### config.mk
export PLATFORM = sky130hd
export DESIGN_NAME = tbpf_front
export DESIGN_NICKNAME = d
export VERILOG_FILES = /design/src/hdl/tbpf_pkg.sv /design/src/hdl/tbpf_front.sv
export SDC_FILE = /design/constraint.sdc
export NUM_CORES = 1
export LEC_CHECK = 0
export BUFFER_PORTS_ARGS = -buffer_cell sky130_fd_sc_hd__buf_2
export CORE_MARGIN = 3
export CORE_UTILIZATION = 25
export DETAILED_ROUTE_END_ITERATION = 7
export GPL_ROUTABILITY_DRIVEN = 0
export PLACE_DENSITY_LB_ADDON = 0.08
export SLEW_MARGIN = 0
export SYNTH_ARGS = -nofsm -noshare
export SYNTH_HDL_FRONTEND = slang
export SYNTH_SLANG_ARGS = --single-unit
export TNS_END_PERCENT = 100
### constraint.sdc
create_clock -name vclk -period 8.2
set_input_delay 1.64 -clock vclk [all_inputs]
set_output_delay 1.64 -clock vclk [all_outputs]
set_load 0.05 [all_outputs]
### src/hdl/tbpf_pkg.sv
// ----------------------------------------------------------------------------
// tbpf_pkg
// Shared types and constants for the background tile pixel fetch block.
// ----------------------------------------------------------------------------
package tbpf_pkg;

  // Video memory geometry: two byte-wide banks split on address bit 0
  localparam int VRAM_ADDR_W = 16;
  localparam int BANK_ADDR_W = VRAM_ADDR_W - 1;
  localparam int BANK_DEPTH  = 1 << BANK_ADDR_W;

  // Command queue between front and back
  localparam int QUEUE_DEPTH = 2;
  localparam int QUEUE_PTR_W = 1;
  localparam int QUEUE_CNT_W = 2;

  // Input command codes
  localparam logic CMD_WRITE = 1'b0;
  localparam logic CMD_QUERY = 1'b1;

  // Configuration register indexes
  localparam logic [2:0] CFG_MAP_ORIGIN  = 3'd0;
  localparam logic [2:0] CFG_MAP_WIDE    = 3'd1;
  localparam logic [2:0] CFG_MAP_TALL    = 3'd2;
  localparam logic [2:0] CFG_CHAR_ORIGIN = 3'd3;
  localparam logic [2:0] CFG_BIG_TILES   = 3'd4;
  localparam logic [2:0] CFG_SCROLL_X    = 3'd5;
  localparam logic [2:0] CFG_SCROLL_Y    = 3'd6;

  // Map entry fields
  localparam int ENTRY_HFLIP = 14;
  localparam int ENTRY_VFLIP = 15;

  typedef struct packed {
    logic [15:0] map_origin;
    logic        map_wide;
    logic        map_tall;
    logic [15:0] char_origin;
    logic        big_tiles;
    logic [9:0]  scroll_x;
    logic [9:0]  scroll_y;
  } cfg_t;

  // One classified transaction: a byte write or a query with its map address
  typedef struct packed {
    logic        is_query;
    logic [15:0] addr;
    logic [7:0]  data;
    logic [3:0]  tx;
    logic [3:0]  ty;
  } fetch_op_t;

  typedef struct packed {
    logic [QUEUE_CNT_W-1:0] count;
  } queue_status_t;

  typedef enum logic [1:0] {
    BK_IDLE,
    BK_TILE,
    BK_PIXEL
  } back_state_t;

endpackage

### src/hdl/tbpf_front.sv
// ----------------------------------------------------------------------------
// tbpf_front
// Classifies incoming transactions and resolves a query's map entry address
// and in-tile position from the scroll and map geometry.
// ----------------------------------------------------------------------------
module tbpf_front (
  input  tbpf_pkg::cfg_t      cfg,
  input  logic                command,
  input  logic [15:0]         mem_address,
  input  logic [7:0]          mem_data,
  input  logic [7:0]          query_x,
  input  logic [7:0]          query_y,
  output tbpf_pkg::fetch_op_t op
);
  import tbpf_pkg::*;

  logic [9:0]  sum_x;
  logic [9:0]  sum_y;
  logic [9:0]  mask_x;
  logic [9:0]  mask_y;
  logic [9:0]  px;
  logic [9:0]  py;
  logic [5:0]  mx;
  logic [5:0]  my;
  logic [1:0]  blk;
  logic [15:0] map_addr;

  // Scroll and wrap to the map size in pixels
  assign sum_x  = {2'b00, query_x} + cfg.scroll_x;
  assign sum_y  = {2'b00, query_y} + cfg.scroll_y + 10'd1;
  assign mask_x = {cfg.map_wide & cfg.big_tiles, cfg.map_wide | cfg.big_tiles, 8'hff};
  assign mask_y = {cfg.map_tall & cfg.big_tiles, cfg.map_tall | cfg.big_tiles, 8'hff};
  assign px     = sum_x & mask_x;
  assign py     = sum_y & mask_y;

  // Tile coordinates and 2 KiB screen block
  assign mx  = cfg.big_tiles ? px[9:4] : px[8:3];
  assign my  = cfg.big_tiles ? py[9:4] : py[8:3];
  assign blk = {1'b0, mx[5]} + (my[5] ? (cfg.map_wide ? 2'd2 : 2'd1) : 2'd0);

  assign map_addr = cfg.map_origin + {3'b000, blk, my[4:0], mx[4:0], 1'b0};

  // Build the queue transaction
  always_comb begin
    op.is_query = (command == CMD_QUERY);
    op.addr     = (command == CMD_QUERY) ? map_addr : mem_address;
    op.data     = mem_data;
    op.tx       = cfg.big_tiles ? px[3:0] : {1'b0, px[2:0]};
    op.ty       = cfg.big_tiles ? py[3:0] : {1'b0, py[2:0]};
  end

endmodule

==> key figures, run 1 <==
Layout
  – Post-layout instance area: 2240 um2
  – Number of sequential cells: 0
  – Register area: 0 um2
  – Post-route insts no fill: 389
  – Post-layout util: 0.343
  – Area growth syn-to-layout: 28.9%
  – Fillers: 740
  – N_diodes: 0
  – Clock buffers: 0
  – Fin nets: 442
  – Share of cells above drive strength 1: 0.394

Power and ir drop
  – Clock network fraction of total power: 0
  – Power Internal: 0.127 mW
  – Power share of the combinational group: 1.000
  – Share of power burned in registers: 0
  – Pwr Density: 151 nW/um2
  – Sw Ratio: 0.625
  – Pleak: 1.17 nW
  – VDD IR max: 0.113 mV
  – Sw Pwr: 0.212 mW

Logic synthesis
  – Share of the synthesized area in the top cell type: 0.209
  – Post-synthesis mux area share: 0.122
  – Main combinational cell family by area after synthesis: compound AO/OA/AOI/OAI gates
  – Post-synth top area cell: ha_1
  – Largest cells by area after synthesis: ha_1 21%, mux2_2 12%, xnor2_1 10%
  – Cell variety after synth: 43
  – Post-synth top cells: 29 x ha_1, 20 x xnor2_1, 19 x a21oi_1
  – Post-Syn Instances: 227
  – Synth Area in Adders: 0.243
  – Warnings, synthesis: 0
  – XOR/XNOR share of the synthesized area: 0.131
  – Most frequent cell after synthesis: ha_1
  – Synth Cell Area: 1740 um2
  – Simple-gate share of the synthesized area: 0.156
  – Compound-gate portion of the synthesized area: 0.263
  – Mapped Nets: 355
  – Seq/Total Area, Yosys: 0
  – Mean post-synth cell area: 7.66 um2

STA
  – Worst Max-Slew Pin Slew: 0.420 ns
  – RSZ-0062 raised after global routing: false
  – Final Hold Vio Count: 0
  – Final critical-path required period: 7.18 ns
  – Final TNS setup: 0 ns
  – Final setup vio count: 0
  – Crit share post-route: 0.876
  – Slew HR: 0.720
  – FMAX: 0.139 GHz
  – Final Max Tran Viols: 0

Floorplan
  – Die width: 89.4 um
  – Die Ht: 89.4 um
  – I/O pin count: 129
  – DIE AREA: 7990 um2
  – Initial core utilization: 0.266
  – Core Area: 6530 um2
  – Row count: 29

GRT
  – Initial antenna violation count: 0
  – Vias in the first global route: 1585
  – Largest net degree at the start of global routing: 23
  – GRT Residual Overflow: 0
  – Total Routing Usage GR: 0.105
  – First-pass GRT wire length: 6.96 mm

Drt
  – DRT iter0 DRCs: 30
  – Drt first pass iters: 4
  – Antenna Nets Post-Route: 0
  – WL/cell: 11.7 um
  – Vias per cell: 4.62
  – DRC viols: 0
  – Final wirelength: 4.55 mm
  – Via count: 1799

Clock tree
  – Setup repair bufs after CTS: 0
  – Cts repair resizes: 0
  – Hold Buf Count CTS: 0

Worst setup path
  – Startpoint Class: input port
  – Critical path class: input port to primary output
  – Slowest stage cell, crit path: mux2_2
  – Crit-path max FO: 3
  – Worst EP required: 6.56 ns
  – Max incr delay on CP: 0.39 ns
  – CP Capture Type: primary output
  – Critical path, cell by cell: buf_2 -> inv_1 -> ha_1 -> fa_1 -> nor2b_1 -> o2111ai_1 -> nand2_1 -> o41ai_2 -> mux2_2 -> nor2_1 -> nor2_1 -> ha_1 -> ha_1 -> inv_1 -> nor2_1 -> nand2_1 -> o31ai_1 -> a21oi_1 -> or3_1 -> a31oi_1 -> buf_2
  – Worst Path Arrival: 5.54 ns

Placed design
  – IO buf count: 97
  – Placed cell area: 2240 um2
  – DP HPWL: 4.06 mm
  – Placed cells: 389

Outcome
  – Status: completed

Hold path
  – HP Class: input port to primary output
  – Worst Hold Depth: 0

Flow run
  – Max-Cap Viols: 0
[path summary, 6_finish.rpt]
path                         from     end  slack [ns]
worst max-delay path       cfg[0]  op[30]        1.02
worst min-delay path  mem_data[4]  op[12]        3.28
[stage by stage]
step	hold WS [ns]	power, mW	setup slack [ns]
2_1_floorplan	3.45	0.277	1.08
3_3_place_gp	3.28	0.342	1.03
3_5_place_dp	3.28	0.341	1.04
4_1_cts	3.28	0.343	1.00
5_1_grt	3.28	0.372	0.688
6_report	3.28	0.339	1.02
[placed cells by master (no fill, tap or decap), types with 2 or more instances in the layout]
cell	n
a21o_1	7
a21oi_1	19
a31oi_1	2
and2_1	3
and3_1	2
buf_2	97
fa_1	3
ha_1	29
inv_1	17
mux2_2	18
nand2_1	14
nand2b_1	4
nand3_1	5
nor2_1	18
nor2b_1	5
o2111ai_1	2
o211a_1	2
o21a_1	5
o21ai_0	11
o21bai_1	2
o31ai_1	2
xnor2_1	20
xor2_1	6
[worst max-delay path: cells and delay by family]
kind / cells / cell delay (ns)
mux: 1 / 0.39
simple gates: 7 / 0.88
fa+ha+maj: 4 / 0.99
compound gates: 5 / 1.14
buf+inv: 4 / 0.49
[layer usage]
metal / share of wire / track usage / routed length [um] / vias to the layer above
li1: - / - / - / 971
met1: 0.48 / 0.155 / 2190 / 765
met2: 0.46 / 0.176 / 2070 / 63
met3: 0.062 / 0.00829 / 283 / 0
met4: 0 / 0 / 0 / 0
met5: 0 / 0 / 0 / -
[layout make-up]
| class | count | area (um2) | share of cell area |
|---|---|---|---|
| Multi-Input combinational cell | 197 | 1590 | 0.710 |
| Inverter | 18 | 67.6 | 0.0302 |
| Tap cell | 77 | 96.3 | 0.0430 |
| Timing Repair Buffer | 97 | 485 | 0.217 |
[cell families (layout without fill, tap and decap cells)]
kind of cell	Yosys count	in the layout
and+or+nand+nor	57	57
adders and majority gates	32	32
AOI/OAI and AO/OA	63	63
xor gates and xnor gates	26	26
muxes	19	19
buffers and inverters	30	115
[power groups by stage]
stage / clock network [mW] / logic, mW / registers, mW
after global placement: 0 / 0.342 / 0
after CTS: 0 / 0.343 / 0
after detailed placement: 0 / 0.341 / 0
after global routing: 0 / 0.372 / 0
final: 0 / 0.339 / 0
after floorplan: 0 / 0.277 / 0
(Power assumes the default switching activity.)
==> run 2, diff against run 1 <==
ABC_AREA = 0   (was unset)
BUFFER_PORTS_ARGS = -buffer_cell sky130_fd_sc_hd__buf_4   (was -buffer_cell sky130_fd_sc_hd__buf_2)
==> run 2 against run 1 <==
Against the previous run: power up 8.2%; setup slack better by 0.054 ns; global-route usage up 0.47 points; core utilization up 3.7 points; first-iteration DRC count up 6.7%; non-clock buffer count unchanged; largest power group unchanged; highest routed layer unchanged.
==> key figures, run 2 (synthesis results as in run 1) <==
Layout
  – Most frequent cells in the layout: 97 x buf_4, 29 x ha_1, 20 x xnor2_1
  – Fin nets: 442 (unchanged)
  – N_diodes: 0 (unchanged)
  – Clock buffers: 0 (unchanged)
  – Number of sequential cells: 0 (unchanged)
  – Commonest non-fill, non-tap cell in the layout: buf_4
  – Share of cells above drive strength 1: 0.394 (unchanged)
  – Register area: 0 um2 (unchanged)
  – Area growth syn-to-layout: 42.9%

Drt
  – Final wirelength: 4.77 mm (+4.9%)
  – DRC viols: 0 (unchanged)
  – DRT iter0 DRCs: 32 (+6.7%)
  – Vias per cell: 4.66 (+0.83%)
  – Drt first pass iters: 4 (unchanged)
  – Via count: 1814 (+0.83%)
  – Met3 Routed Length: 321 um (+13%)
  – Antenna Nets Post-Route: 0 (unchanged)
  – WL/cell: 12.3 um (+4.9%)
  – Highest routed metal layer: met3
  – Routed wl met2: 2.24 mm (+7.9%)
  – M1 WL: 2.21 mm (+1.0%)

Hold path
  – Hold_sp: mem_data[4]
  – HP Class: input port to primary output
  – Worst Hold Depth: 0 (unchanged)
  – Hold Crit Endpoint: op[12]

Floorplan
  – Initial core utilization: 0.266 (unchanged)
  – Core Area: 6530 um2 (unchanged)
  – DIE AREA: 7990 um2 (unchanged)
  – Row count: 29 (unchanged)
  – Die Ht: 89.4 um (unchanged)
  – Die width: 89.4 um (unchanged)
  – I/O pin count: 129 (unchanged)

GRT
  – First-pass GRT wire length: 7.30 mm (+4.9%)
  – GRT Residual Overflow: 0 (unchanged)
  – Largest net degree at the start of global routing: 23 (unchanged)
  – Vias in the first global route: 1637 (+3.3%)
  – Total Routing Usage GR: 0.110 (+0.00473)
  – Initial antenna violation count: 0 (unchanged)

Worst setup path
  – Startpoint Class: input port
  – CP Capture Type: primary output
  – Worst EP required: 6.56 ns (about the same)
  – Worst Path Arrival: 5.49 ns (-0.05 ns)
  – Crit-path max FO: 3 (unchanged)
  – Critical path class: input port to primary output

STA
  – Final critical-path required period: 7.13 ns (-0.0543 ns)
  – Final Hold Vio Count: 0 (unchanged)
  – Worst Max-Slew Pin Slew: 0.362 ns (-0.0577 ns)
  – Final TNS setup: 0 ns (unchanged)
  – Post-route setup slack: 1.07 ns (+0.0543 ns)
  – Final setup vio count: 0 (unchanged)
  – RSZ-0062 raised after global routing: false
  – Final Max Tran Viols: 0 (unchanged)
  – FMAX: 0.140 GHz (+0.76%)
  – Slew HR: 0.756 (+0.0358)
  – Crit share post-route: 0.870 (-0.00662)

Placed design
  – IO buf count: 97 (unchanged)
  – DP HPWL: 4.21 mm (+3.7%)
  – Place WS: 1.07 ns (+0.0334 ns)

Power and ir drop
  – Pwr Density: 147 nW/um2 (-2.4%)
  – Pleak: 1.25 nW (+7.2%)
  – VDD IR max: 0.0924 mV (-18%)

Flow run
  – Max-Cap Viols: 0 (unchanged)

Clock tree
  – Setup repair bufs after CTS: 0 (unchanged)
  – Hold Buf Count CTS: 0 (unchanged)
  – Cts repair resizes: 0 (unchanged)

Outcome
  – Status: completed
[run 2: metrics by stage]
stage | hold slack, ns | total power [mW] | cell area (um2) | util | instances
2_1_floorplan | 3.45 | 0.277 | 1740 | - | 227
3_3_place_gp | 3.28 | 0.367 | 2480 | 0.380 | 389
3_5_place_dp | 3.28 | 0.368 | 2480 | 0.380 | 389
4_1_cts | 3.28 | 0.370 | 2480 | 0.380 | 389
5_1_grt | 3.28 | 0.399 | 2480 | 0.380 | 389
6_report | 3.28 | 0.366 | 2480 | 0.380 | 389
[run 2: layer usage]
metal	vias up	global-route usage
met4	0	0
li1	969	-
met5	-	0
met2	55	0.189
met1	790	0.157
met3	0	0.0101
[run 2: worst max path at each step]
| stage | start | cells after the start | slack [ns] | end |
|---|---|---|---|---|
| global placement | cfg[0] | 21 | 1.09 | op[30] |
| finish | cfg[0] | 21 | 1.07 | op[30] |
| floorplan | cfg[4] | 17 | 1.08 | op[30] |
| global route | cfg[4] | 19 | 0.79 | op[30] |
| CTS | cfg[0] | 21 | 1.04 | op[30] |
| detailed placement | cfg[0] | 21 | 1.07 | op[30] |
[run 2: cell type report]
class	instances	area [um2]
multi-input cells	197	1590
fillers	723	4050
well taps	77	96.3
inverters	18	67.6
repair buffers	97	728
[run 2: power by group]
| group | total, mW | leakage, nW | switching [mW] | internal, mW |
|---|---|---|---|---|
| combinational | 0.366 | 1.25 | 0.215 | 0.152 |
| sequential | 0 | 0 | 0 | 0 |
| clock | 0 | 0 | 0 | 0 |
| total | 0.366 | 1.25 | 0.215 | 0.152 |
[run 2: worst max-delay path, cell delays in order]
cell	delay, ns
buf_4	0.11
inv_1	0.05
ha_1	0.18
fa_1	0.22
nor2b_1	0.08
o2111ai_1	0.19
nand2_1	0.11
o41ai_2	0.31
mux2_2	0.39
nor2_1	0.09
nor2_1	0.05
ha_1	0.30
ha_1	0.30
inv_1	0.07
nor2_1	0.14
nand2_1	0.07
o31ai_1	0.33
a21oi_1	0.15
or3_1	0.31
a31oi_1	0.19
buf_4	0.23
==> run 3, diff against run 2 <==
CORE_UTILIZATION = 46   (was 25)
REMOVE_ABC_BUFFERS = 1   (was unset)
==> run 3 against run 2 <==
Against the previous run: power down 1.7%; non-clock buffer count unchanged; setup slack better by 0.044 ns; sequential share of layout area did not move; wire length down 12%; fmax rose by 0.62%; first-iteration DRC count grew to 3.4 times the previous value; global-route usage increased by 6.6 points; hold slack about the same; count of clock-buffer cells in the layout did not move; sequential cell count unchanged; die area down 43%; highest routed layer unchanged.
==> key figures, run 3 (synthesis results as in run 1) <==
Outcome
  – Status: completed

STA
  – Final Max Tran Viols: 0 (unchanged)
  – Slew HR: 0.751 (-0.00564)
  – Final TNS setup: 0 ns (unchanged)
  – RSZ-0062 raised after global routing: false
  – Crit share post-route: 0.864 (-0.00536)
  – FMAX: 0.141 GHz (+0.62%)
  – Worst Max-Slew Pin Slew: 0.370 ns (+0.00837 ns)
  – Final Hold Vio Count: 0 (unchanged)
  – Final critical-path required period: 7.09 ns (-0.0439 ns)
  – Final setup vio count: 0 (unchanged)

GRT
  – GRT Residual Overflow: 0 (unchanged)
  – Initial antenna violation count: 0 (unchanged)
  – Vias in the first global route: 1581 (-3.4%)
  – Largest net degree at the start of global routing: 23 (unchanged)
  – Total Routing Usage GR: 0.176 (+0.0663)
  – First-pass GRT wire length: 6.58 mm (-9.8%)

Layout
  – Area growth syn-to-layout: 40.7%
  – Most frequent cells in the layout: 97 x buf_4, 29 x ha_1, 20 x xnor2_1
  – Commonest non-fill, non-tap cell in the layout: buf_4
  – Fin nets: 442 (unchanged)
  – Register area: 0 um2 (unchanged)
  – Number of sequential cells: 0 (unchanged)
  – N_diodes: 0 (unchanged)
  – Clock buffers: 0 (unchanged)
  – Post-layout instance area: 2440 um2 (-1.6%)
  – Share of cells above drive strength 1: 0.394 (unchanged)

Placed design
  – Placed cell area: 2440 um2 (-1.6%)
  – DP HPWL: 3.78 mm (-10%)
  – IO buf count: 97 (unchanged)

Drt
  – Antenna Nets Post-Route: 0 (unchanged)
  – Drt first pass iters: 4 (unchanged)
  – DRC viols: 0 (unchanged)
  – Via count: 1840 (+1.4%)
  – WL/cell: 11.8 um (-3.9%)
  – Final wirelength: 4.22 mm (-12%)
  – Vias per cell: 5.14 (+10%)
  – DRT iter0 DRCs: 108 (+240%)

Power and ir drop
  – VDD IR max: 0.130 mV (+40%)
  – Pleak: 1.25 nW (unchanged)
  – Pwr Density: 147 nW/um2 (-0.11%)

Worst setup path
  – Critical path class: input port to primary output
  – Crit path launch: cfg[4]
  – Slowest stage cell, crit path: ha_1
  – Crit-path max FO: 5 (+2)
  – Max incr delay on CP: 0.36 ns (-0.03 ns)
  – Worst EP required: 6.56 ns (about the same)
  – Worst Path Arrival: 5.45 ns (-0.04 ns)
  – Worst path bufs/invs: 3 (-1)
  – Startpoint Class: input port
  – CP Capture Type: primary output
  – Critical path, cell by cell: buf_4 -> ha_1 -> and2_1 -> a311oi_2 -> a21boi_1 -> a41oi_2 -> mux2i_1 -> nor2_1 -> nor2_1 -> ha_1 -> ha_1 -> inv_1 -> nor2_1 -> nand2_1 -> o31ai_1 -> a21oi_1 -> or3_1 -> a31oi_1 -> buf_4
  – Crit path max-delay family: compound AO/OA/AOI/OAI gates

Hold path
  – Hold Crit Endpoint: op[11]
  – Worst Hold Depth: 0 (unchanged)
  – Hold_sp: mem_data[3]
  – HP Class: input port to primary output

Floorplan
  – Initial core utilization: 0.497 (+0.231)
  – DIE AREA: 4550 um2 (-43%)
  – Row count: 21 (-28%)
  – Core Area: 3490 um2 (-46%)
  – Die width: 67.5 um (-25%)
  – Die Ht: 67.5 um (-25%)
  – I/O pin count: 129 (unchanged)

Clock tree
  – Cts repair resizes: 0 (unchanged)
  – Setup repair bufs after CTS: 0 (unchanged)
  – Hold Buf Count CTS: 0 (unchanged)

Flow run
  – Max-Cap Viols: 0 (unchanged)
-- run 3: cell counts in the layout (fill, tap and decap cells not counted) --
Identical to the previous run, type by type.
-- run 3: routing by layer --
| layer | GRT usage | up-vias | part of all wire | routed length [um] |
|---|---|---|---|---|
| met5 | 0 | - | 0 | 0 |
| met4 | 0 | 0 | 0 | 0 |
| met3 | 0.0483 | 0 | 0.11 | 473 |
| met2 | 0.295 | 76 | 0.47 | 2000 |
| met1 | 0.237 | 788 | 0.41 | 1750 |
| li1 | - | 976 | - | - |
-- run 3: worst max-delay path by stage --
stage          endpoint  depth (start not counted)  slack, ns
3_3_place_gp     op[30]                         21       1.19
5_1_grt          op[30]                         21       0.82
3_5_place_dp     op[30]                         19       1.09
6_report         op[30]                         19       1.11
4_1_cts          op[30]                         19       1.08
2_1_floorplan    op[30]                         17       1.08
-- run 3: cell type report --
class              instances  area [um2]
multi-input cells        197        1590
fillers                  321        1050
repair buffers            97         728
inverters                 18        67.6
well taps                 46        57.6
-- run 3: stage by stage --
step | std cells | hold WS, ns | power, mW | util | worst slack, ns
global route | 358 | 3.28 | 0.392 | 0.700 | 0.824
global placement | 358 | 3.28 | 0.357 | 0.700 | 1.19
floorplan | 215 | 3.28 | 0.264 | - | 1.08
CTS | 358 | 3.28 | 0.363 | 0.700 | 1.08
finish | 358 | 3.28 | 0.360 | 0.700 | 1.11
detailed placement | 358 | 3.28 | 0.361 | 0.700 | 1.09
-- run 3: where the power goes --
part	switching, mW	internal (mW)	total [mW]
Clock	0	0	0
Combinational	0.209	0.151	0.360
Sequential	0	0	0
Total	0.209	0.151	0.360
