File: config.mk
export PLATFORM = sky130hd
export DESIGN_NAME = tbpf_queue
export DESIGN_NICKNAME = d
export VERILOG_FILES = /design/src/hdl/tbpf_pkg.sv /design/src/hdl/tbpf_queue.sv
export SDC_FILE = /design/constraint.sdc
export NUM_CORES = 1
export LEC_CHECK = 0
export BUFFER_PORTS_ARGS = -buffer_cell sky130_fd_sc_hd__buf_2
export CORE_MARGIN = 3
export CORE_UTILIZATION = 38
export CTS_CLUSTER_DIAMETER = 120
export DETAILED_ROUTE_END_ITERATION = 8
export GPL_TIMING_DRIVEN = 0
export SYNTH_ARGS = -nofsm -noshare
export SYNTH_HDL_FRONTEND = slang
export SYNTH_SLANG_ARGS = --single-unit
File: constraint.sdc
create_clock -name clk -period 4.7 [get_ports clk]
set_input_delay 0 -clock clk [delete_from_list [all_inputs] [get_ports clk]]
set_output_delay 0 -clock clk [all_outputs]
set_load 0.05 [all_outputs]
File: src/hdl/tbpf_pkg.sv
// ----------------------------------------------------------------------------
// tbpf_pkg
// Shared types and constants for the background tile pixel fetch block.
// ----------------------------------------------------------------------------
package tbpf_pkg;

  // Video memory geometry: two byte-wide banks split on address bit 0
  localparam int VRAM_ADDR_W = 16;
  localparam int BANK_ADDR_W = VRAM_ADDR_W - 1;
  localparam int BANK_DEPTH  = 1 << BANK_ADDR_W;

  // Command queue between front and back
  localparam int QUEUE_DEPTH = 2;
  localparam int QUEUE_PTR_W = 1;
  localparam int QUEUE_CNT_W = 2;

  // Input command codes
  localparam logic CMD_WRITE = 1'b0;
  localparam logic CMD_QUERY = 1'b1;

  // Configuration register indexes
  localparam logic [2:0] CFG_MAP_ORIGIN  = 3'd0;
  localparam logic [2:0] CFG_MAP_WIDE    = 3'd1;
  localparam logic [2:0] CFG_MAP_TALL    = 3'd2;
  localparam logic [2:0] CFG_CHAR_ORIGIN = 3'd3;
  localparam logic [2:0] CFG_BIG_TILES   = 3'd4;
  localparam logic [2:0] CFG_SCROLL_X    = 3'd5;
  localparam logic [2:0] CFG_SCROLL_Y    = 3'd6;

  // Map entry fields
  localparam int ENTRY_HFLIP = 14;
  localparam int ENTRY_VFLIP = 15;

  typedef struct packed {
    logic [15:0] map_origin;
    logic        map_wide;
    logic        map_tall;
    logic [15:0] char_origin;
    logic        big_tiles;
    logic [9:0]  scroll_x;
    logic [9:0]  scroll_y;
  } cfg_t;

  // One classified transaction: a byte write or a query with its map address
  typedef struct packed {
    logic        is_query;
    logic [15:0] addr;
    logic [7:0]  data;
    logic [3:0]  tx;
    logic [3:0]  ty;
  } fetch_op_t;

  typedef struct packed {
    logic [QUEUE_CNT_W-1:0] count;
  } queue_status_t;

  typedef enum logic [1:0] {
    BK_IDLE,
    BK_TILE,
    BK_PIXEL
  } back_state_t;

endpackage

File: src/hdl/tbpf_queue.sv
// ----------------------------------------------------------------------------
// tbpf_queue
// Short first-in first-out queue that decouples the front from the back.
// ----------------------------------------------------------------------------
module tbpf_queue (
  input  logic                    clk,
  input  logic                    rst,
  input  logic                    push_valid,
  output logic                    push_ready,
  input  tbpf_pkg::fetch_op_t     push_op,
  output logic                    pop_valid,
  input  logic                    pop_ready,
  output tbpf_pkg::fetch_op_t     pop_op,
  output tbpf_pkg::queue_status_t status
);
  import tbpf_pkg::*;

  fetch_op_t              slots [QUEUE_DEPTH];
  logic [QUEUE_PTR_W-1:0] wr_ptr;
  logic [QUEUE_PTR_W-1:0] rd_ptr;
  logic [QUEUE_CNT_W-1:0] count;
  logic [QUEUE_PTR_W-1:0] wr_ptr_next;
  logic [QUEUE_PTR_W-1:0] rd_ptr_next;
  logic [QUEUE_CNT_W-1:0] count_next;
  logic                   push;
  logic                   pop;

  assign push_ready   = (count != QUEUE_CNT_W'(QUEUE_DEPTH));
  assign pop_valid    = (count != '0);
  assign push         = push_valid && push_ready;
  assign pop          = pop_valid && pop_ready;
  assign pop_op       = slots[rd_ptr];
  assign status.count = count;

  // Advance pointers with wrap at the queue depth
  always_comb begin
    wr_ptr_next = wr_ptr;
    rd_ptr_next = rd_ptr;
    count_next  = count;
    if (push) begin
      wr_ptr_next = (wr_ptr == QUEUE_PTR_W'(QUEUE_DEPTH - 1)) ? '0 : wr_ptr + 1'b1;
    end
    if (pop) begin
      rd_ptr_next = (rd_ptr == QUEUE_PTR_W'(QUEUE_DEPTH - 1)) ? '0 : rd_ptr + 1'b1;
    end
    if (push && !pop) begin
      count_next = count + 1'b1;
    end else if (pop && !push) begin
      count_next = count - 1'b1;
    end
  end

  always_ff @(posedge clk) begin
    if (rst) begin
      wr_ptr <= '0;
      rd_ptr <= '0;
      count  <= '0;
    end else begin
      wr_ptr <= wr_ptr_next;
      rd_ptr <= rd_ptr_next;
      count  <= count_next;
    end
  end

  // Store payload
  always_ff @(posedge clk) begin
    if (push) begin
      slots[wr_ptr] <= push_op;
    end
  end

endmodule

==> results.md, run 1 <==
- RePlAce Congestion: 0.636
- FF/Latch Area: 2080 um^2
- First-pass GRT wire length: 7830 um
- Final hold violations: 0
- Power Dens Cells: 583 nW/um^2
- HP Class: input pin to register
- Sequential share of the synthesized area: 80.2%
- Buffers on Ports: 73
- Vias post-DR: 1,516
- Die Height: 88.7 um
- Initial antenna violation count: 0
- Fill cell instance count of the final layout: 524
- Pwr Total: 2120 uW
- Pin count of the biggest net entering global routing: 34
- Post-Syn Nets: 165
- Post-Syn Area: 2600 um^2
- 1st-iter DRT viols: 34
- Req. time, crit path: 4.78 ns
- Multi-input gate area: 492 um^2
- Starting density of the core: 40.0%
- Die X: 88.7 um
- Vias in the first global route: 1,666
- Final period utilization: 39.2%
- DR pass1 iterations: 4
- Area delta synth->final: 40.3%
- Fraction of layout cells with a size suffix above 1: 50.4%
- Post-CTS setup buffers: 0
- Maxcap violations: 0
- Antenna viol nets, final: 0
- Post-Syn Area per Cell: 20.4 um^2
- Full die area: 7860 um^2
- Num CTS Buffers: 9
- Total grt overflow: 0
- Post-Syn Instances: 127
- Finish-stage setup viols: 0
- Setup slack after layout: 2.86 ns
- Reg2Reg Depth: 4
- RSZ-0062 raised after global routing: no
- Synth cell types: 17
- DR vias/cell: 4.61
- Crit path DAT: 1.93 ns
- DRC: 0
- TritonCTS clock tree: done
- Critical path endpoint category: register
- Max Fanout on Critical Path: 20
- Slew Limit Fails: 0
- H-tree depth: 3
- Clock Latency Late Sink: 0.33 ns
- Leakage power: 0.00141 uW
- Crit start category: register
- Max_slew headroom: 46.5%
- Status: completed
- I/O pin count: 74
- Least-Margin Pin Slew: 0.803 ns
- Fin Setup TNS: 0 ns
- Hold path cells: 4
- Pre-CTS setup slack: 2.50 ns
- Ys Warns: 0
- Fin nets: 285
- Antenna Cells: 0
- Clock Skew: 0.00634 ns
- Overall Global Routing Usage: 13.7%
- DRT Wirelength: 5120 um
- Cell row count: 29
- Clock-pin slew on the worst setup and hold paths: 0.07 ns
- Placed wire-length estimate: 3080 um
- Yosys reg bits: 71
- CTS root buf: clkbuf_8
- Fin crit period: 1.84 ns
- Fmax: 0.542 GHz
- Clock buffer depth: 2
- CTS sink count: 71
- Crit Path Class: register to register
- Area of the core: 6490 um^2
- Avg WL per Cell: 15.6 um
- VDD IR-drop max: 347 uV
[cell families after synthesis]
family,Yosys count,synth area share (%)
AO/OA/AOI/OAI,5,1.16
XOR/XNOR,3,1.01
adder cells (fa/ha/maj),1,0.482
buffers and inverters,5,0.916
flip-flops,71,80.2
multiplexers,33,14.3
AND/OR/NAND/NOR,9,1.93
[placed cells by master (no fill, tap or decap), types with 2 or more instances in the layout]
cell           Yosys  final
a21oi_1            2      2
mux2_2            33     33
nor2_1             3      3
dlygate4sd3_1      0     35
o21ai_0            2      2
edfxtp_1          66     66
clkbuf_8           0      9
dfxtp_1            5      5
bufinv_16          0      2
xor2_1             3      3
clkinv_2           0      2
buf_2              4     77
clkbuf_1           0      3
[worst max-delay path, cell delays in order, from the launching register on]
cell and delay [ns]:
dfxtp_1 0.37, nand2b_1 0.23, nand3b_1 0.14, clkinv_1 0.48
buf_16 0.38
[routing by layer]
layer | global-route usage [%] | up-vias | part of all wire (%)
met3 | 3.45 | 9 | 3.9
met2 | 24.6 | 41 | 54
li1 | - | 733 | -
met1 | 14.4 | 733 | 41
met4 | 8.24 | 0 | 1.9
met5 | 0 | - | 0
[sequential cells by signal, indices dropped and copies added (netlist names), named ones only]
register  cells
slots        66
wr_ptr        1
status        2
rd_ptr        1
[cells in the mapped netlist]
cell / instances / share of area (%)
edfxtp_1: 66 / 76
or3_1: 1 / 0.24
ha_1: 1 / 0.48
xor2_1: 3 / 1.0
inv_1: 1 / 0.14
buf_2: 4 / 0.77
nand3b_1: 1 / 0.29
nand2b_1: 1 / 0.24
dfxtp_1: 5 / 3.9
a21bo_2: 1 / 0.39
o21ai_0: 2 / 0.39
and3_1: 1 / 0.24
mux2_2: 33 / 14
or2_2: 1 / 0.24
and2_1: 1 / 0.24
nor2_1: 3 / 0.43
a21oi_1: 2 / 0.39
[timing repair]
action / CTS / global route
endpoints found under the hold margin: 71 / 0
resized for setup: 0 / 0
hold buffers: 35 / 0
[final cells by class]
cell class | count | share of cell area [%]
well taps | 77 | 2.65
clock buffers | 12 | 3.71
multi-input cells | 51 | 13.5
inverters | 1 | 0.103
plain buffers | 4 | 0.550
clock inverters | 4 | 1.92
flip-flops and latches | 71 | 57.2
repair buffers | 109 | 20.4
[path summary, 6_finish.rpt]
path / slack, ns / startpoint / endpoint
max reg2reg: 2.86 / status[0] / slots[0][12]
min: 0.1 / pop_ready / rd_ptr
max: 2.86 / status[0] / slots[0][12]
min reg2reg: 0.52 / rd_ptr / rd_ptr
[where the power goes]
| part | internal, uW | leakage, uW | total (uW) | switching (uW) |
|---|---|---|---|---|
| Combinational | 239 | 0.000645 | 798 | 558 |
| Clock | 298 | 0.000104 | 508 | 210 |
| Sequential | 792 | 0.000658 | 819 | 27.3 |
[stage by stage]
| stage | utilization [%] | hold slack, ns | area [um^2] | cells |
|---|---|---|---|---|
| after floorplan | - | 0.0691 | 2600 | 127 |
| after global placement | 47.1 | 0.188 | 3060 | 277 |
| after detailed placement | 47.1 | 0.193 | 3060 | 277 |
| after CTS | 55.7 | 0.0841 | 3610 | 328 |
| after global routing | 56.1 | 0.141 | 3640 | 329 |
| final | 56.1 | 0.0975 | 3640 | 329 |
(Power assumes the default switching activity.)
==> inputs of run 2 (changes only) <==
Settings changed: ABC_AREA set to 1.
Clock period 4.7 ns to 1.85 ns, I/O delays scaled along.
==> results.md, run 2 <==
- Vias post-DR: 1,540 (was 1,516)
- Antenna Cells: 0 (unchanged)
- Synth top cells by count: edfxtp_1, mux2_4, nand2_1 (was edfxtp_1, mux2_2, dfxtp_1)
- Crit Path Class: register to register (unchanged)
- Placed wire-length estimate: 3080 um (about the same)
- Yosys reg bits: 71 (unchanged)
- Crit path DAT: 1.64 ns (was 1.93 ns)
- DRC: 0 (unchanged)
- Avg WL per Cell: 14.0 um (was 15.6 um)
- Final period utilization: 91.5% (was 39.2%)
- Cell with the most instances after synthesis: edfxtp_1 (unchanged)
- FFs w/ async S/R, synth: 0% (unchanged)
- Antenna viol nets, final: 0 (unchanged)
- Leakage power: 0.00154 uW (was 0.00141 uW)
- DR vias/cell: 4.28 (was 4.61)
- Slowest stage cell, crit path: nor2_4 (was clkinv_1)
- Worst path most repeated cell: nand2_4
- Final hold violations: 0 (unchanged)
- Most frequent cells in the layout: buf_2, edfxtp_1, dlygate4sd3_1, mux2_4, clkbuf_8 (was buf_2, edfxtp_1, dlygate4sd3_1, mux2_2, clkbuf_8)
- DRT Wirelength: 5050 um (was 5120 um)
- Synth cell types: 14 (was 17)
- TritonCTS clock tree: done (unchanged)
- Top post-synthesis cells by area: edfxtp_1, mux2_4, dfxtp_1 (was edfxtp_1, mux2_2, dfxtp_1)
- Fmax: 0.591 GHz (was 0.542 GHz)
- R2R setup slack: 0.16 ns (was 2.86 ns)
- Overall Global Routing Usage: 12.7% (was 13.7%)
- DR pass1 iterations: 4 (unchanged)
- Full die area: 8370 um^2 (was 7860 um^2)
- Max Fanout on Critical Path: 33 (was 20)
- Crit path to: slots[1][0] (was slots[0][12])
- Commonest non-fill, non-tap cell in the layout: buf_2 (unchanged)
- Setup slack after layout: 0.157 ns (was 2.86 ns)
- Critical-path cell list: inv_2, nand2_4, nand2_4, nor2_4 (was nand2b_1, nand3b_1, clkinv_1, buf_16)
- Synth top area share: 71.4% (was 76.3%)
- Area delta synth->final: 37.9% (was 40.3%)
- Fill cell instance count of the final layout: 587 (was 524)
- Power Dens Cells: 1410 nW/um^2 (was 583 nW/um^2)
- Slew Limit Fails: 0 (unchanged)
- Initial antenna violation count: 0 (unchanged)
- Clock Latency Late Sink: 0.33 ns (about the same)
- Fin nets: 297 (was 285)
- Total grt overflow: 0 (unchanged)
- Fin Setup TNS: 0 ns (unchanged)
- Crit start category: register (unchanged)
- Vias in the first global route: 1,638 (was 1,666)
- Die Height: 91.5 um (was 88.7 um)
- Number of synthesized flops with an enable pin: 66 (unchanged)
- Fraction of layout cells with a size suffix above 1: 49.2% (was 50.4%)
- H-tree depth: 3 (unchanged)
- Placed Instances: 309 (was 277)
- Yosys top cell by area: edfxtp_1 (unchanged)
- Hold Crit Start: push_valid (was pop_ready)
- Sequential share of the synthesized area: 75.0% (was 80.2%)
- Area of the core: 6940 um^2 (was 6490 um^2)
- Worst Setup SP: status[0] (unchanged)
- Max stage delay on crit path: 0.76 ns (was 0.48 ns)
- Most flops, register: slots (unchanged)
- Critical path endpoint category: register (unchanged)
- HP Class: input pin to register (unchanged)
- Maxcap violations: 0 (unchanged)
- Post-Layout Cell Count: 360 (was 329)
- Top_reg_cell synth: edfxtp_1 (unchanged)
- Req. time, crit path: 1.80 ns (was 4.78 ns)
- Fin crit period: 1.69 ns (was 1.84 ns)
- Least-Margin Pin Slew: 0.995 ns (was 0.803 ns)
- Finish-stage setup viols: 0 (unchanged)
- Post-Syn Instances: 140 (was 127)
- RR Startpoint: status[0] (unchanged)
- CTS root buf: clkbuf_8 (unchanged)
- R2R Path End: slots[1][0] (was slots[0][12])
- RePlAce Congestion: 0.699 (was 0.636)
- Die X: 91.5 um (was 88.7 um)
- VDD IR-drop max: 1160 uV (was 347 uV)
- Post-Syn Area per Cell: 19.8 um^2 (was 20.4 um^2)
- Starting density of the core: 40.0% (about the same)
- Pre-CTS setup slack: -0.00971 ns (was 2.50 ns)
- I/O pin count: 74 (unchanged)
- Post-Syn Area: 2780 um^2 (was 2600 um^2)
- Ys Warns: 0 (unchanged)
- Max_slew headroom: 33.5% (was 46.5%)
- Post-Syn Nets: 178 (was 165)
- Reg2Reg Depth: 4 (unchanged)
- First-pass GRT wire length: 7940 um (was 7830 um)
- Cell row count: 30 (was 29)
- Buffers on Ports: 73 (unchanged)
- Post-CTS setup buffers: 0 (unchanged)
- Clock Skew: 0.00854 ns (was 0.00634 ns)
- Number of flip-flops under the largest register name: 66 (unchanged)
- Num CTS Buffers: 9 (unchanged)
- 1st-iter DRT viols: 67 (was 34)
- Pin count of the biggest net entering global routing: 34 (unchanged)
- Clock-pin slew on the worst setup and hold paths: 0.07 ns (about the same)
- RSZ-0062 raised after global routing: no (unchanged)
- CTS sink count: 71 (unchanged)
- Clock buffer depth: 2 (unchanged)
- Status: completed (unchanged)
[run 2: cell count changes in the layout (fill, tap and decap cells not counted), moves of 2 or more]
cell,delta
dfxtp_1,-2
nand2_4,+2
nand3_1,+2
mux2_4,+30
nand2_1,+7
nor2_4,+2
buf_12,+3
xor2_1,-3
nor2_1,+2
mux2_2,-30
buf_2,-4
inv_1,+7
[run 2: kinds of logic (layout without fill, tap and decap cells)]
kind of cell               after synthesis  after routing  share of synthesized area, %
DFF                                     71             71                          75.0
adders and majority gates                1              1                         0.451
and+or+nand+nor                         19             19                          2.75
buffers and inverters                   12            136                          3.65
AOI/OAI and AO/OA                        4              4                         0.721
muxes                                   33             33                          17.4
[run 2: how the worst min path moves through the flow]
stage,end,depth (start not counted),slack (ns)
3_3_place_gp,slots[0][8],1,0.19
3_5_place_dp,slots[1][9],1,0.19
5_1_grt,wr_ptr,4,0.08
4_1_cts,wr_ptr,4,0.08
2_1_floorplan,slots[0][0],0,0.1
6_report,wr_ptr,4,0.08
[run 2: through the flow]
stage	hold slack [ns]	total power [uW]	util (%)	area, um^2
5_1_grt	0.0802	5640	55.1	3830
3_3_place_gp	0.189	4240	47.4	3290
6_report	0.0754	5400	55.1	3830
2_1_floorplan	0.0989	3850	-	2810
4_1_cts	0.0840	5460	55.0	3820
3_5_place_dp	0.191	4260	47.4	3290
[run 2: worst max-delay path: cells and delay by family, from the launching register on]
family,cells,cell delay (ns)
buf+inv,1,0.06
simple gates,3,0.89
flops,1,0.36
[run 2: report_power, final]
part           leakage [uW]  switching, uW  total (uW)  internal [uW]
sequential         0.000658           76.0        2120           2040
combinational      0.000791           1430        2140            709
clock             0.0000945            531        1140            612
[run 2: metal layers]
metal	vias up	routed length, um	global-route usage (%)	share of wire [%]
li1	762	-	-	-
met1	726	2260	15.6	45
met3	9	222	4.06	4.4
met2	43	2460	19.2	49
met4	0	108	8.04	2.1
met5	-	0	0	0
[run 2: final cells by class]
cell class / count / area [um^2] / area share [%]
Sequential cell: 71 / 2090 / 54.5
Timing Repair Buffer: 108 / 716 / 18.7
Multi-Input combinational cell: 57 / 623 / 16.3
Clock buffer: 11 / 131 / 3.43
Tap cell: 96 / 120 / 3.14
Buffer: 4 / 71.3 / 1.86
Clock inverter: 5 / 48.8 / 1.27
Inverter: 8 / 30.0 / 0.785
[run 2: repair_timing]
item,4_1_cts,5_1_grt
hold buffers,35,0
pin swaps,0,1
hold endpoints to repair,71,0
gates cloned,0,0
endpoints found under the setup margin,66,66
gates resized for setup,1,1
==> inputs of run 3 (changes only) <==
Settings changed: CORE_ASPECT_RATIO set to 1.4.
==> results.md, run 3 (synthesis gave the netlist of run 2 again) <==
- Pin count of the biggest net entering global routing: 34 (unchanged)
- First-pass GRT wire length: 7880 um (was 7940 um)
- Leakage power: 0.00154 uW (about the same)
- Clock buffer depth: 2 (unchanged)
- Fill cell instance count of the final layout: 607 (was 587)
- Cell row count: 36 (was 30)
- Maxcap violations: 0 (unchanged)
- Placed wire-length estimate: 3100 um (was 3080 um)
- Clock-pin slew on the worst setup and hold paths: 0.07 ns (about the same)
- Total grt overflow: 0 (unchanged)
- Full die area: 8380 um^2 (was 8370 um^2)
- HP Class: input pin to register (unchanged)
- Crit start category: register (unchanged)
- Fmax: 0.589 GHz (was 0.591 GHz)
- Max_slew headroom: 34.6% (was 33.5%)
- Crit path DAT: 1.65 ns (was 1.64 ns)
- Status: completed (unchanged)
- Clock Skew: 0.00857 ns (was 0.00854 ns)
- Most frequent cells in the layout: buf_2, edfxtp_1, dlygate4sd3_1, mux2_4, clkbuf_8 (unchanged)
- Post-CTS setup buffers: 0 (unchanged)
- FF/Latch Area: 2090 um^2 (unchanged)
- Vias post-DR: 1,570 (was 1,540)
- Power Dens Cells: 1410 nW/um^2 (about the same)
- Final hold violations: 0 (unchanged)
- 1st-iter DRT viols: 95 (was 67)
- Fin Setup TNS: 0 ns (unchanged)
- Die X: 78.2 um (was 91.5 um)
- RSZ-0062 raised after global routing: no (unchanged)
- RePlAce Congestion: 0.689 (was 0.699)
- Starting density of the core: 39.5% (was 40.0%)
- TritonCTS clock tree: done (unchanged)
- Overall Global Routing Usage: 12.5% (was 12.7%)
- Final hold slack: 0.0745 ns (was 0.0754 ns)
- DRC: 0 (unchanged)
- Area of the core: 7030 um^2 (was 6940 um^2)
- Die Height: 107 um (was 91.5 um)
- Antenna Cells: 0 (unchanged)
- VDD IR-drop max: 1220 uV (was 1160 uV)
- Slew Limit Fails: 0 (unchanged)
- I/O pin count: 74 (unchanged)
- Final period utilization: 91.8% (was 91.5%)
- Max Fanout on Critical Path: 33 (unchanged)
- Commonest non-fill, non-tap cell in the layout: buf_2 (unchanged)
- Critical path endpoint category: register (unchanged)
- Num CTS Buffers: 9 (unchanged)
- Fraction of layout cells with a size suffix above 1: 49.6% (was 49.2%)
- Vias in the first global route: 1,679 (was 1,638)
- Antenna viol nets, final: 0 (unchanged)
- Clock Latency Late Sink: 0.33 ns (about the same)
- Fin nets: 297 (unchanged)
- Initial antenna violation count: 0 (unchanged)
- Area delta synth->final: 38.1% (was 37.9%)
- H-tree depth: 3 (unchanged)
- Crit Path Class: register to register (unchanged)
- Avg WL per Cell: 13.2 um (was 14.0 um)
- Least-Margin Pin Slew: 0.978 ns (was 0.995 ns)
- Req. time, crit path: 1.80 ns (about the same)
- CTS sink count: 71 (unchanged)
- DR vias/cell: 4.37 (was 4.28)
- Fin crit period: 1.70 ns (was 1.69 ns)
- Finish-stage setup viols: 0 (unchanged)
- CTS root buf: clkbuf_8 (unchanged)
- Most flops, register: slots (unchanged)
- DRT Wirelength: 4750 um (was 5050 um)
- Number of flip-flops under the largest register name: 66 (unchanged)
- Buffers on Ports: 73 (unchanged)
- DR pass1 iterations: 4 (unchanged)
- Multi-input gate area: 623 um^2 (unchanged)
run 3: metrics by stage:
step	total power, uW	worst slack, ns	utilization [%]	instances	area [um^2]
global placement	4230	0.00437	46.8	308	3290
global route	5680	0.0177	54.6	359	3830
CTS	5480	0.0479	54.5	359	3830
finish	5410	0.152	54.6	359	3830
detailed placement	4250	0.0120	46.8	308	3290
floorplan	3850	0.0635	-	140	2810
run 3: path summary, 6_finish.rpt:
kind               from            to  slack (ns)  depth (start not counted)
max reg2reg   status[0]  slots[1][13]        0.15                          4
min reg2reg      rd_ptr        rd_ptr        0.51                          2
max           status[0]  slots[1][13]        0.15                          4
min          push_valid        wr_ptr        0.07                          4
run 3: repair_timing:
item / CTS / global route
endpoints found under the hold margin: 71 / 0
gates resized for setup: 1 / 1
hold buffers: 35 / 0
pin swaps: 0 / 1
setup endpoints to repair: 4 / 66
run 3: final cells by class:
class                           instances  area share (%)
Sequential cell                        71            54.4
Tap cell                               95            3.10
Clock inverter                          6            1.57
Timing Repair Buffer                  108            18.7
Multi-Input combinational cell         57            16.3
Inverter                                8           0.783
Buffer                                  4            1.86
Clock buffer                           10            3.33
run 3: worst max-delay path, cell delays in order (launching register included):
cell and delay [ns]:
dfxtp_4 0.36, inv_2 0.06, nand2_4 0.07, nand2_4 0.07, nor2_4 0.74
run 3: layer usage:
layer / vias up / share of wire (%) / wire, um / track usage, %
li1: 762 / - / - / -
met1: 754 / 39 / 1830 / 13.5
met2: 45 / 54 / 2570 / 21.5
met3: 9 / 5.4 / 256 / 4.03
met4: 0 / 2.0 / 95 / 6.75
met5: - / 0 / 0 / 0
run 3: power by group:
group	internal [uW]	switching, uW
registers	2040	78.1
clock network	619	549
logic	709	1410
total	3370	2040
